File: src/rtl/hcp_pkg.sv
`default_nettype none
// ----------------------------------------------------------------------------
// Cubic Hermite curve point package
// Shared widths, constants, register indexes and stage payload types.
// ----------------------------------------------------------------------------
package hcp_pkg;

   // Field widths.
   localparam int IDX_W     = 12;
   localparam int STEP_W    = 17;
   localparam int T_W       = 17;
   localparam int COORD_W   = 16;
   localparam int PACK_W    = 48;
   localparam int OUT_W     = 18;

   // Internal arithmetic widths.
   localparam int TPROD_W   = IDX_W + STEP_W;
   localparam int SQ_W      = 2 * T_W;
   localparam int H_W       = 20;
   localparam int PROD_W    = H_W + COORD_W;
   localparam int SUM_W     = PROD_W + 2;
   localparam int FRAC_W    = 16;
   localparam int SHIFT_W   = SUM_W - FRAC_W;

   // Configuration port widths.
   localparam int APB_DATA_W = 64;
   localparam int APB_ADDR_W = 6;

   // Number of register stages from input to output.
   localparam int PIPE_DEPTH = 6;

   // One in Q1.16.
   localparam logic [T_W-1:0] ONE_Q16 = 17'd65536;

   // Output saturation bounds.
   localparam logic signed [SHIFT_W-1:0] OUT_MAX = 22'sd131071;
   localparam logic signed [SHIFT_W-1:0] OUT_MIN = -22'sd131072;

   // Register reset values.
   localparam logic [PACK_W-1:0] START_POINT_RESET   = 48'h0000_0100_0000;
   localparam logic [PACK_W-1:0] END_POINT_RESET     = 48'h0000_0000_0300;
   localparam logic [PACK_W-1:0] START_TANGENT_RESET = 48'h0000_0100_0000;
   localparam logic [PACK_W-1:0] END_TANGENT_RESET   = 48'h0000_0000_FD00;
   localparam logic [STEP_W-1:0] STEP_SIZE_RESET     = 17'd662;

   // Register indexes, taken from the word address.
   typedef enum logic [2:0] {
      REG_START_POINT   = 3'd0,
      REG_END_POINT     = 3'd1,
      REG_START_TANGENT = 3'd2,
      REG_END_TANGENT   = 3'd3,
      REG_STEP_SIZE     = 3'd4
   } reg_index_type;

   // Register file contents as seen by the datapath.
   typedef struct packed {
      logic [PACK_W-1:0] start_point;
      logic [PACK_W-1:0] end_point;
      logic [PACK_W-1:0] start_tangent;
      logic [PACK_W-1:0] end_tangent;
      logic [STEP_W-1:0] step_size;
   } csr_type;

   // Hermite basis weights, signed Q.16.
   typedef struct packed {
      logic signed [H_W-1:0] h00;
      logic signed [H_W-1:0] h01;
      logic signed [H_W-1:0] h10;
      logic signed [H_W-1:0] h11;
   } weights_type;

   // Handshake between the basis stages and the blend stages.
   typedef struct packed {
      logic        valid;
      weights_type weights;
   } basis_word_type;

endpackage : hcp_pkg
`default_nettype wire

File: src/rtl/hcp_csr.sv
`default_nettype none
// ----------------------------------------------------------------------------
// Cubic Hermite curve point registers
// APB-style register file holding the control points, tangents and step.
// ----------------------------------------------------------------------------
module hcp_csr (
   input  wire logic                              clock,
   input  wire logic                              reset,
   input  wire logic                              psel,
   input  wire logic                              penable,
   input  wire logic                              pwrite,
   input  wire logic [hcp_pkg::APB_ADDR_W-1:0]    paddr,
   input  wire logic [hcp_pkg::APB_DATA_W-1:0]    pwdata,
   output logic      [hcp_pkg::APB_DATA_W-1:0]    prdata,
   output logic                                   pready,
   output hcp_pkg::csr_type                       csr
);

   hcp_pkg::csr_type       csr_ff;
   hcp_pkg::csr_type       csr_in;
   hcp_pkg::reg_index_type reg_index;
   logic                   write_strobe;

   // Registers sit on 8-byte boundaries.
   assign reg_index    = hcp_pkg::reg_index_type'(paddr[5:3]);
   assign write_strobe = psel && penable && pwrite;
   assign pready       = 1'b1;

   // Next register contents for a write; unused indexes are dropped.
   always_comb begin
      csr_in = csr_ff;
      if (write_strobe) begin
         unique case (reg_index)
            hcp_pkg::REG_START_POINT:   csr_in.start_point   = pwdata[hcp_pkg::PACK_W-1:0];
            hcp_pkg::REG_END_POINT:     csr_in.end_point     = pwdata[hcp_pkg::PACK_W-1:0];
            hcp_pkg::REG_START_TANGENT: csr_in.start_tangent = pwdata[hcp_pkg::PACK_W-1:0];
            hcp_pkg::REG_END_TANGENT:   csr_in.end_tangent   = pwdata[hcp_pkg::PACK_W-1:0];
            hcp_pkg::REG_STEP_SIZE:     csr_in.step_size     = pwdata[hcp_pkg::STEP_W-1:0];
            default: ;
         endcase
      end
   end

   // Register file.
   always_ff @(posedge clock) begin
      if (reset) begin
         csr_ff.start_point   <= hcp_pkg::START_POINT_RESET;
         csr_ff.end_point     <= hcp_pkg::END_POINT_RESET;
         csr_ff.start_tangent <= hcp_pkg::START_TANGENT_RESET;
         csr_ff.end_tangent   <= hcp_pkg::END_TANGENT_RESET;
         csr_ff.step_size     <= hcp_pkg::STEP_SIZE_RESET;
      end else begin
         csr_ff <= csr_in;
      end
   end

   // Read mux.
   always_comb begin
      prdata = '0;
      unique case (reg_index)
         hcp_pkg::REG_START_POINT:   prdata = 64'(csr_ff.start_point);
         hcp_pkg::REG_END_POINT:     prdata = 64'(csr_ff.end_point);
         hcp_pkg::REG_START_TANGENT: prdata = 64'(csr_ff.start_tangent);
         hcp_pkg::REG_END_TANGENT:   prdata = 64'(csr_ff.end_tangent);
         hcp_pkg::REG_STEP_SIZE:     prdata = 64'(csr_ff.step_size);
         default:                    prdata = '0;
      endcase
   end

   assign csr = csr_ff;

endmodule : hcp_csr
`default_nettype wire

File: config.mk
export PLATFORM = sky130hd
export DESIGN_NAME = hcp_csr
export DESIGN_NICKNAME = d
export VERILOG_FILES = /design/src/rtl/hcp_pkg.sv /design/src/rtl/hcp_csr.sv
export SDC_FILE = /design/constraint.sdc
export NUM_CORES = 1
export LEC_CHECK = 0
export CAP_MARGIN = 15
export CORE_UTILIZATION = 45
export CTS_CLUSTER_SIZE = 20
export DETAILED_ROUTE_END_ITERATION = 8
export DONT_BUFFER_PORTS = 1
export SYNTH_ARGS = -nofsm -noshare
export SYNTH_HDL_FRONTEND = slang
export SYNTH_SLANG_ARGS = --single-unit
File: constraint.sdc
create_clock -name clock -period 2.14 [get_ports clock]
set_clock_uncertainty 0.15 [all_clocks]
set_input_delay 0.107 -clock clock [delete_from_list [all_inputs] [get_ports clock]]
set_output_delay 0.107 -clock clock [all_outputs]
set_load 0.005 [all_outputs]
==> key figures <==
Pwr
  – Leak: 5.58 nW
  – Worst VDD drop: 0.450 mV
  – Power per cell area: 632 mW/mm2

Global route
  – Largest net degree at the start of global routing: 165
  – Global route total overflow: 0
  – GRT met1 Usage: 28.6%
  – Met3 Track Usage GR: 7.05%
  – Vias in the first global route: 7602
  – Met2 usage in global routing: 42.7%
  – Initial antenna violation count: 1
  – Global routing's busiest layer: met2
  – Global-route wire length before repair: 42900 um
  – GRT Resource Usage Total: 24.3%

Floorplanning
  – Die W: 151 um
  – Core Footprint: 0.0218 mm2
  – Die ar.: 0.0228 mm2
  – # IOs: 349
  – Die Span Y: 151 um
  – Initial Utilization: 45.8%
  – Row Count: 54

Finish
  – Number of flip-flops in the largest register: 209
  – Most frequent cells in the layout: nand2b_1 (241), dlygate4sd3_1 (218), mux2i_1 (209), dfxtp_1 (209), a22oi_1 (34)
  – # fillers: 1849
  – Multi-input gate area: 0.00532 mm2
  – Most common cell after layout, fill and taps aside: nand2b_1
  – Flip-flop and latch area: 0.00418 mm2
  – Nets: 1183
  – Ratio of cells with drive above 1 in the final layout: 9.17%
  – Area grow syn2layout: 29.6%

Synth
  – Mapped cell area: 0.0100 mm2
  – Gate Count Post-Synth: 929
  – Share of the yosys chip area belonging to registers: 41.8%
  – Yosys cell types: 22
  – Synth warnings: 0
  – Synthesis-stage register bit count: 209
  – Avg Synthesized Cell Area: 10.8 um2

Timing
  – Slew @ Worst Pin: 0.607 ns
  – Slew Viols, Final: 0
  – Highest Clock Rate: 0.493 GHz
  – TNS Setup: 0 ns
  – Hold WS: 0.0511 ns
  – Slew headroom: 59.5%
  – Minimum clock period: 2.03 ns
  – Final setup viols: 0
  – Unrepaired setup endpoints after global routing: false
  – Final hold vios: 0
  – Final period utilization: 94.7%

Critical path
  – R2R Path End: csr[36]$_SDFFE_PP0P_
  – Crit path to: csr[130]$_SDFFE_PP0P_
  – Worst path max stage delay: 0.64 ns
  – R2R Path Start: csr[36]$_SDFFE_PP0P_
  – Worst path slowest cell: dlygate4sd3_1
  – Crit path required time: 2.43 ns
  – Flop2flop setup slack: 0.16 ns
  – CP cell instances: dlygate4sd3_1 -> nand3b_1 -> buf_4 -> mux2i_1 -> dlygate4sd3_1
  – CP Class: input pin to register
  – Worst reg2reg path depth: 4
  – Most frequent CP cell: dlygate4sd3_1
  – CP startpoint kind: input pin
  – Critical Path Source: paddr[4]
  – Critical Path End Type: register
  – Crit path DAT: 2.32 ns
  – Worst Path Max Fanout: 70

Clock tree
  – Worst-path clk slew: 0.06 ns
  – Longest Clk Path Bufs: 3
  – Cts bufs inserted: 23
  – Clock Sinks: 209
  – Skew-Pair Late Insertion Delay: 0.50 ns
  – Root Buffer: clkbuf_16
  – CTS tree: yes
  – Resized Gates After CTS: 0
  – H-tree depth: 1

Routing
  – DRT iter0 DRCs: 275
  – Drt drc: 0
  – Routed wire per std cell: 20.7 um
  – Final wirelength: 29100 um
  – Routed vias: 7645
  – Drt pass-1 iters: 5
  – Vias per cell: 5.45
  – Post-route ant nets: 0

Place
  – GPL Wtd Cong: 0.728
  – DP HPWL: 16000 um
  – IO Port Bufs: 0

Min path
  – Hold WC Path Type: input pin to register

Outcome
  – Status: completed

Flow run
  – Number of max-cap violations: 0
==> worst min-delay path by stage <==
stage               from                    end  slack (ns)  cells past startpoint
6_report        paddr[3]  csr[155]$_SDFFE_PP0P_        0.05                      3
3_3_place_gp    paddr[5]             prdata[43]        0.10                      1
4_1_cts         paddr[3]  csr[155]$_SDFFE_PP0P_        0.02                      3
5_1_grt         paddr[3]  csr[155]$_SDFFE_PP0P_        0.05                      3
3_5_place_dp    paddr[5]             prdata[42]        0.10                      1
2_1_floorplan  pwdata[1]    csr[1]$_SDFFE_PP1P_        0.12                      2
==> layer usage <==
layer / vias up / part of all wire [%] / wire length, um
met2: 276 / 49 / 14200
met4: 0 / 2.3 / 672
met1: 3799 / 41 / 11900
met5: - / 0 / 0
met3: 48 / 7.9 / 2290
li1: 3522 / - / -
==> kinds of logic (layout without fill, tap and decap cells) <==
logic type | Yosys count | count (layout) | share of synthesized area (%)
compound gates | 51 | 51 | 3.62
simple gates | 314 | 314 | 19.0
other cells | 2 | 18 | 0.0751
mux | 257 | 257 | 29.8
buf+inv | 96 | 275 | 5.67
flops | 209 | 209 | 41.8
==> through the flow <==
stage	instance area [um2]	util (%)	setup slack, ns	instances	total power [mW]
2_1_floorplan	10100	-	0.657	944	4.42
3_3_place_gp	10000	46.0	0.523	1144	4.36
4_1_cts	13000	59.4	0.204	1403	8.26
3_5_place_dp	10000	46.0	0.481	1144	4.36
6_report	13000	59.4	0.113	1404	8.19
5_1_grt	13000	59.4	0.0757	1404	8.48
==> cell usage after synthesis <==
library cell,count,area share [%]
nand2b_1,241,15
dfxtp_1,209,42
mux2i_1,209,21
clkbuf_1,36,1.4
a22oi_1,34,2.6
nor2b_1,33,2.1
mux4_2,31,7.0
buf_4,30,2.3
nor2_1,30,1.1
buf_2,21,1.1
mux2_2,17,1.9
o22ai_1,17,1.1
buf_6,9,1.0
and3_1,2,0.13
conb_1,2,0.075
nand3b_1,2,0.15
and2_1,1,0.063
and3b_1,1,0.088
and4b_1,1,0.10
nand2_1,1,0.038
nand3_1,1,0.050
nand3_2,1,0.10
==> where the power goes <==
group          internal, mW  total [mW]  switching [mW]
clock network          2.18        3.75            1.57
registers              3.92        3.95          0.0337
logic                 0.280       0.486           0.206
==> what timing repair did <==
action	4_1_cts	5_1_grt
hold buffers	219	0
buffers inserted	0	0
hold endpoints to repair	209	0
==> worst max-delay path, delay by kind of cell <==
family                 cells  cell delay (ns)
buffers and inverters      3             1.74
muxes                      1             0.28
and+or+nand+nor            1             0.15
==> area by class of cell <==
type	count	share of cell area, %
well taps	280	2.70
clock buffers	36	5.28
clock inverters	4	0.155
diodes	1	0.0193
multi-input cells	639	41.1
repair buffers	235	18.5
flip-flops and latches	209	32.3
(Power assumes the default switching activity.)
