`src/rtl/hcp_pkg.sv`:
```
`default_nettype none
// ----------------------------------------------------------------------------
// Cubic Hermite curve point package
// Shared widths, constants, register indexes and stage payload types.
// ----------------------------------------------------------------------------
package hcp_pkg;

   // Field widths.
   localparam int IDX_W     = 12;
   localparam int STEP_W    = 17;
   localparam int T_W       = 17;
   localparam int COORD_W   = 16;
   localparam int PACK_W    = 48;
   localparam int OUT_W     = 18;

   // Internal arithmetic widths.
   localparam int TPROD_W   = IDX_W + STEP_W;
   localparam int SQ_W      = 2 * T_W;
   localparam int H_W       = 20;
   localparam int PROD_W    = H_W + COORD_W;
   localparam int SUM_W     = PROD_W + 2;
   localparam int FRAC_W    = 16;
   localparam int SHIFT_W   = SUM_W - FRAC_W;

   // Configuration port widths.
   localparam int APB_DATA_W = 64;
   localparam int APB_ADDR_W = 6;

   // Number of register stages from input to output.
   localparam int PIPE_DEPTH = 6;

   // One in Q1.16.
   localparam logic [T_W-1:0] ONE_Q16 = 17'd65536;

   // Output saturation bounds.
   localparam logic signed [SHIFT_W-1:0] OUT_MAX = 22'sd131071;
   localparam logic signed [SHIFT_W-1:0] OUT_MIN = -22'sd131072;

   // Register reset values.
   localparam logic [PACK_W-1:0] START_POINT_RESET   = 48'h0000_0100_0000;
   localparam logic [PACK_W-1:0] END_POINT_RESET     = 48'h0000_0000_0300;
   localparam logic [PACK_W-1:0] START_TANGENT_RESET = 48'h0000_0100_0000;
   localparam logic [PACK_W-1:0] END_TANGENT_RESET   = 48'h0000_0000_FD00;
   localparam logic [STEP_W-1:0] STEP_SIZE_RESET     = 17'd662;

   // Register indexes, taken from the word address.
   typedef enum logic [2:0] {
      REG_START_POINT   = 3'd0,
      REG_END_POINT     = 3'd1,
      REG_START_TANGENT = 3'd2,
      REG_END_TANGENT   = 3'd3,
      REG_STEP_SIZE     = 3'd4
   } reg_index_type;

   // Register file contents as seen by the datapath.
   typedef struct packed {
      logic [PACK_W-1:0] start_point;
      logic [PACK_W-1:0] end_point;
      logic [PACK_W-1:0] start_tangent;
      logic [PACK_W-1:0] end_tangent;
      logic [STEP_W-1:0] step_size;
   } csr_type;

   // Hermite basis weights, signed Q.16.
   typedef struct packed {
      logic signed [H_W-1:0] h00;
      logic signed [H_W-1:0] h01;
      logic signed [H_W-1:0] h10;
      logic signed [H_W-1:0] h11;
   } weights_type;

   // Handshake between the basis stages and the blend stages.
   typedef struct packed {
      logic        valid;
      weights_type weights;
   } basis_word_type;

endpackage : hcp_pkg
`default_nettype wire

```
`src/rtl/hcp_req_if.sv`:
```
`default_nettype none
// ----------------------------------------------------------------------------
// Sample request channel
// Valid/ready channel that carries one sample index per word.
// ----------------------------------------------------------------------------
interface hcp_req_if;
   logic                        valid;
   logic                        ready;
   logic [hcp_pkg::IDX_W-1:0]   sample_index;

   modport source (output valid, output sample_index, input ready);
   modport sink   (input valid, input sample_index, output ready);
endinterface : hcp_req_if
`default_nettype wire

```
`src/rtl/hcp_basis.sv`:
```
`default_nettype none
// ----------------------------------------------------------------------------
// Cubic Hermite basis stages
// Four pipeline stages: t from the index, t squared, t cubed, basis weights.
// ----------------------------------------------------------------------------
module hcp_basis (
   input  wire logic                          clock,
   input  wire logic                          reset,
   hcp_req_if.sink                            req,
   input  wire logic [hcp_pkg::STEP_W-1:0]    step_size,
   output hcp_pkg::basis_word_type            down,
   input  wire logic                          down_ready
);

   logic                        v1_ff, v2_ff, v3_ff, v4_ff;
   logic                        en1, en2, en3, en4;
   logic [hcp_pkg::T_W-1:0]     t1_ff, t1_in;
   logic [hcp_pkg::T_W-1:0]     t2_t_ff, t2_sq_ff, t2_sq_in;
   logic [hcp_pkg::T_W-1:0]     t3_t_ff, t3_sq_ff, t3_cu_ff, t3_cu_in;
   logic [hcp_pkg::TPROD_W-1:0] t_prod;
   logic [hcp_pkg::SQ_W-1:0]    sq_prod;
   logic [hcp_pkg::SQ_W-1:0]    cu_prod;
   hcp_pkg::weights_type        w_ff, w_in;
   logic signed [hcp_pkg::H_W-1:0] te, t2e, t3e;

   // A stage moves when it is empty or the stage after it moves.
   assign en4       = !v4_ff || down_ready;
   assign en3       = !v3_ff || en4;
   assign en2       = !v2_ff || en3;
   assign en1       = !v1_ff || en2;
   assign req.ready = en1;

   // Stage 1: t = index * step, held at one.
   assign t_prod = hcp_pkg::TPROD_W'(req.sample_index) * hcp_pkg::TPROD_W'(step_size);
   assign t1_in  = (t_prod > hcp_pkg::TPROD_W'(hcp_pkg::ONE_Q16)) ? hcp_pkg::ONE_Q16
                                                                   : t_prod[hcp_pkg::T_W-1:0];

   // Stage 2: t squared, low fraction bits dropped.
   assign sq_prod  = hcp_pkg::SQ_W'(t1_ff) * hcp_pkg::SQ_W'(t1_ff);
   assign t2_sq_in = sq_prod[hcp_pkg::FRAC_W +: hcp_pkg::T_W];

   // Stage 3: t cubed from t squared.
   assign cu_prod  = hcp_pkg::SQ_W'(t2_sq_ff) * hcp_pkg::SQ_W'(t2_t_ff);
   assign t3_cu_in = cu_prod[hcp_pkg::FRAC_W +: hcp_pkg::T_W];

   // Stage 4: the four basis weights.
   assign te  = $signed({3'b000, t3_t_ff});
   assign t2e = $signed({3'b000, t3_sq_ff});
   assign t3e = $signed({3'b000, t3_cu_ff});

   always_comb begin
      w_in.h00 = (t3e <<< 1) - (t2e <<< 1) - t2e
                 + $signed({3'b000, hcp_pkg::ONE_Q16});
      w_in.h01 = (t2e <<< 1) + t2e - (t3e <<< 1);
      w_in.h10 = t3e - (t2e <<< 1) + te;
      w_in.h11 = t3e - t2e;
   end

   // Valid bits.
   always_ff @(posedge clock) begin
      if (reset) begin
         v1_ff <= 1'b0;
         v2_ff <= 1'b0;
         v3_ff <= 1'b0;
         v4_ff <= 1'b0;
      end else begin
         if (en1) v1_ff <= req.valid;
         if (en2) v2_ff <= v1_ff;
         if (en3) v3_ff <= v2_ff;
         if (en4) v4_ff <= v3_ff;
      end
   end

   // Payload registers, loaded only with a live word.
   always_ff @(posedge clock) begin
      if (en1 && req.valid) begin
         t1_ff <= t1_in;
      end
      if (en2 && v1_ff) begin
         t2_t_ff  <= t1_ff;
         t2_sq_ff <= t2_sq_in;
      end
      if (en3 && v2_ff) begin
         t3_t_ff  <= t2_t_ff;
         t3_sq_ff <= t2_sq_ff;
         t3_cu_ff <= t3_cu_in;
      end
      if (en4 && v3_ff) begin
         w_ff <= w_in;
      end
   end

   assign down.valid   = v4_ff;
   assign down.weights = w_ff;

endmodule : hcp_basis
`default_nettype wire

```
`src/flat_wrapper.sv`:
```
// flat-port wrapper written by rule: the top's interface ports become plain ports
module hcp_basis_flat 
  (clock, reset, step_size, down, down_ready, req_valid, req_sample_index, req_ready);
  hcp_req_if req_i ();
  input  wire logic clock;
  input  wire logic reset;
  input  wire logic [hcp_pkg::STEP_W-1:0] step_size;
  output hcp_pkg::basis_word_type down;
  input  wire logic down_ready;
  input wire logic [$bits(req_i.valid)-1:0] req_valid;
  input wire logic [$bits(req_i.sample_index)-1:0] req_sample_index;
  output wire logic [$bits(req_i.ready)-1:0] req_ready;
  assign req_i.valid = req_valid;
  assign req_i.sample_index = req_sample_index;
  assign req_ready = req_i.ready;
  hcp_basis u_core (.clock(clock), .reset(reset), .req(req_i), .step_size(step_size), .down(down), .down_ready(down_ready));
endmodule
```
`config.mk`:
```
export PLATFORM = sky130hd
export DESIGN_NAME = hcp_basis_flat
export DESIGN_NICKNAME = d
export VERILOG_FILES = /design/src/rtl/hcp_pkg.sv /design/src/rtl/hcp_req_if.sv /design/src/rtl/hcp_basis.sv /design/src/flat_wrapper.sv
export SDC_FILE = /design/constraint.sdc
export NUM_CORES = 2
export LEC_CHECK = 0
export BUFFER_PORTS_ARGS = -buffer_cell sky130_fd_sc_hd__buf_2
export CAP_MARGIN = 20
export CELL_PAD_IN_SITES_DETAIL_PLACEMENT = 0
export CELL_PAD_IN_SITES_GLOBAL_PLACEMENT = 1
export CORE_ASPECT_RATIO = 1.1
export CORE_MARGIN = 5
export CORE_UTILIZATION = 47
export DETAILED_ROUTE_END_ITERATION = 6
export PLACE_DENSITY = 0.83
export SETUP_SLACK_MARGIN = 0.2
export SLEW_MARGIN = 20
export SYNTH_ARGS = -nofsm -noshare
export SYNTH_HDL_FRONTEND = slang
export SYNTH_SLANG_ARGS = --single-unit
```
`constraint.sdc`:
```
create_clock -name clock -period 6.6 [get_ports clock]
set_input_delay 1.32 -clock clock [delete_from_list [all_inputs] [get_ports clock]]
set_output_delay 1.32 -clock clock [all_outputs]
set_load 0.01 [all_outputs]
```
==> flow_metrics.tcl <==
set metrics [dict create \
    slew_headroom 0.4260 \
    synthCells 3455 \
    antenna_found_initial 0 \
    end_kind "flop" \
    setup_slack_ns 0.2752 \
    arrival_ns 6.56 \
    synth-edff-count 179 \
    route.detailed.drc 0 \
    place_ws_ns -0.3333 \
    portBuffers 114 \
    holdPathStages 2 \
    path_clk_slew_ns 0.08 \
    drive_above_1_share 0.1371 \
    grt_pass1_wl_um 123800 \
    crit_path_start_kind "input pin" \
    die_w_um 263.3 \
    slew_violations 0 \
    ioPinCount 115 \
    start_util 0.4726 \
    required_ns 6.83 \
    setup_viol_count_final 0 \
    ys.warnings.count 0 \
    rr_worst_depth 25 \
    coreArea_um2 70190 \
    cts.sinks 183 \
    antenna_cells 0 \
    routed_via_density 5.067 \
    status "finished, final reports clean" \
    hold_class "flop to flop" \
    min_period_over_period 0.9583 \
    cts_max_path_buffers 2 \
    layout_min_cycle_time_ns 6.325 \
    rsz0062_at_grt "true" \
    async_flop_share 0 \
    path_class "input pin to flop" \
    gp_congestion 0.9009 \
    htree_levels 4 \
    num_rows 102 \
    nets 4720 \
    ys_ff_latch 183 \
    grt_pass1_vias 25210 \
    ys.flop_type "edfxtp_1" \
    grt-ovfl-total 0 \
    grt_max_degree 69 \
    die_y_um 288.6 \
    worst_pin_slew_ns 0.8502 \
    yosys.cell_types.count 79 \
    drt_iter0_markers 1090 \
    grt_use_total 0.1977 \
    dp_hpwl_um 63350 \
    synth_nets 4446 \
    routed_wl_um 74100 \
    syn_to_final_growth_pct 13.64 \
    finClkSkew_ns 0.02583 \
    drtPass1Iterations 5 \
    insertion_delay_ns 0.48 \
    drtAntennaViolNets 0 \
    wl_per_cell_um 15.84 \
    syn_area_um2 33170 \
    die_area_um2 75990 \
    ys_seq_area_frac 0.1645 \
    finalHoldViolations 0 \
    numCtsBuffers 17 \
    setup_tns_ns 0 \
    critical_path.max_fanout 8 \
    avgSynthCellArea_um2 9.601 \
    max-cap-violations 0 \
    cts_tree "done" \
    fmax_mhz 158.1 \
    clockRootBuffer "clkbuf_16" \
    vias 23700 \
]
==> metrics by stage <==
stage / instances / area [µm²] / hold slack (ns) / utilization
global route: 4678 / 37690 / 0.5545 / 0.5370
floorplan: 3455 / 33330 / 0.4244 / -
finish: 4678 / 37690 / 0.4965 / 0.5370
CTS: 4645 / 36930 / 0.5027 / 0.5261
global placement: 4607 / 36210 / 0.4676 / 0.5159
detailed placement: 4608 / 36220 / 0.4861 / 0.5160
==> area by class of cell <==
cell class | count | area, µm²
repair buffers | 362 | 2690
flip-flops and latches | 183 | 5455
multi-input cells | 2397 | 24860
inverters | 768 | 2887
well taps | 936 | 1171
clock inverters | 15 | 201.4
fillers | 6375 | 32500
clock buffers | 17 | 425.4
==> cells in the final DEF (no fill, tap or decap), types with 48 or more instances in the layout <==
cell	synthesis	final
buf_4	4	226
and2_1	208	199
buf_2	1	98
xor2_1	48	48
nand2_1	446	440
xnor2_1	101	100
ha_1	390	376
edfxtp_1	179	179
fa_1	568	560
inv_1	768	758
a21oi_1	117	110
a21o_1	49	49
nor2_1	108	106
==> cells by family (layout without fill, tap and decap cells) <==
family / after synthesis / count (layout) / share of synthesized area
compound gates: 353 / 353 / 0.06971
simple gates: 932 / 933 / 0.1349
flops: 183 / 183 / 0.1645
mux: 4 / 4 / 0.001396
xor+xnor: 149 / 149 / 0.03934
fa+ha+maj: 958 / 958 / 0.4899
buf+inv: 876 / 1162 / 0.1003
==> Yosys cell counts (13+ instances only) <==
| library cell | n | share of area |
|---|---|---|
| nand3_1 | 27 | 0.0041 |
| a211oi_1 | 15 | 0.0034 |
| a21oi_1 | 117 | 0.018 |
| o21ai_0 | 45 | 0.0068 |
| o21a_1 | 26 | 0.0059 |
| clkbuf_1 | 99 | 0.011 |
| and2_1 | 208 | 0.039 |
| edfxtp_1 | 179 | 0.16 |
| ha_1 | 390 | 0.15 |
| nor2_1 | 108 | 0.012 |
| o21bai_1 | 16 | 0.0036 |
| nand2b_1 | 13 | 0.0025 |
| a21o_1 | 49 | 0.011 |
| xnor2_1 | 101 | 0.027 |
| fa_1 | 568 | 0.34 |
| and3_1 | 17 | 0.0032 |
| inv_1 | 768 | 0.087 |
| nor3_1 | 31 | 0.0047 |
| xor2_1 | 48 | 0.013 |
| nand2_1 | 446 | 0.050 |
| nor2b_1 | 22 | 0.0041 |
==> state kept, by name (all words and copies together), names as in the netlist <==
register / cells
u_core.down: 77
u_core.t1_ff: 17
u_core.t2_sq_ff: 17
u_core.t2_t_ff: 17
u_core.t3_cu_ff: 17
u_core.t3_sq_ff: 17
u_core.t3_t_ff: 17
u_core.v1_ff: 1
u_core.v2_ff: 1
u_core.v3_ff: 1
u_core.v4_ff: 1
==> layer usage <==
layer  up-vias  global-route usage  routed length (µm)
met4         0             0.05813                2055
met1     11820              0.2510               31830
li1      11310                   -                   -
met3       125             0.01908                2361
met5         -                   0                   0
met2       443              0.3612               37850
==> final timing paths <==
kind                                   end  slack [ns]                    startpoint
max          u_core.t1_ff[3]$_SDFFCE_PN0P_        0.28           req_sample_index[3]
min              u_core.v3_ff$_SDFFE_PP0P_        0.50     u_core.v2_ff$_SDFFE_PP0P_
max reg2reg  u_core.t3_cu_ff[10]$_DFFE_PP_        0.38  u_core.t2_sq_ff[7]$_DFFE_PP_
min reg2reg      u_core.v3_ff$_SDFFE_PP0P_        0.50     u_core.v2_ff$_SDFFE_PP0P_
==> timing repair <==
item                       in CTS  in global routing
cloned                          0                  2
hold buffers                    0                  0
pin swaps                       1                 65
resized for setup               8                140
setup buffers                   5                 31
setup endpoints to repair      12                 34
==> critical path, stage by stage <==
cell	delay [ns]
buf_12	0.12
buf_6	0.11
and2_4	0.13
fa_1	0.54
inv_1	0.05
fa_1	0.47
fa_1	0.55
fa_1	0.46
fa_1	0.51
inv_2	0.04
ha_4	0.21
a21o_1	0.20
a2111oi_4	0.34
o22ai_1	0.14
a31o_2	0.27
a211o_1	0.28
a21oi_2	0.14
mux2_4	0.32
nand4_4	0.11
clkbuf_16	0.18
nor3_2	0.05
Power is left out: the tool's default activity adds up to more than one toggle a clock period on the data nets, which glitch-free logic cannot reach.
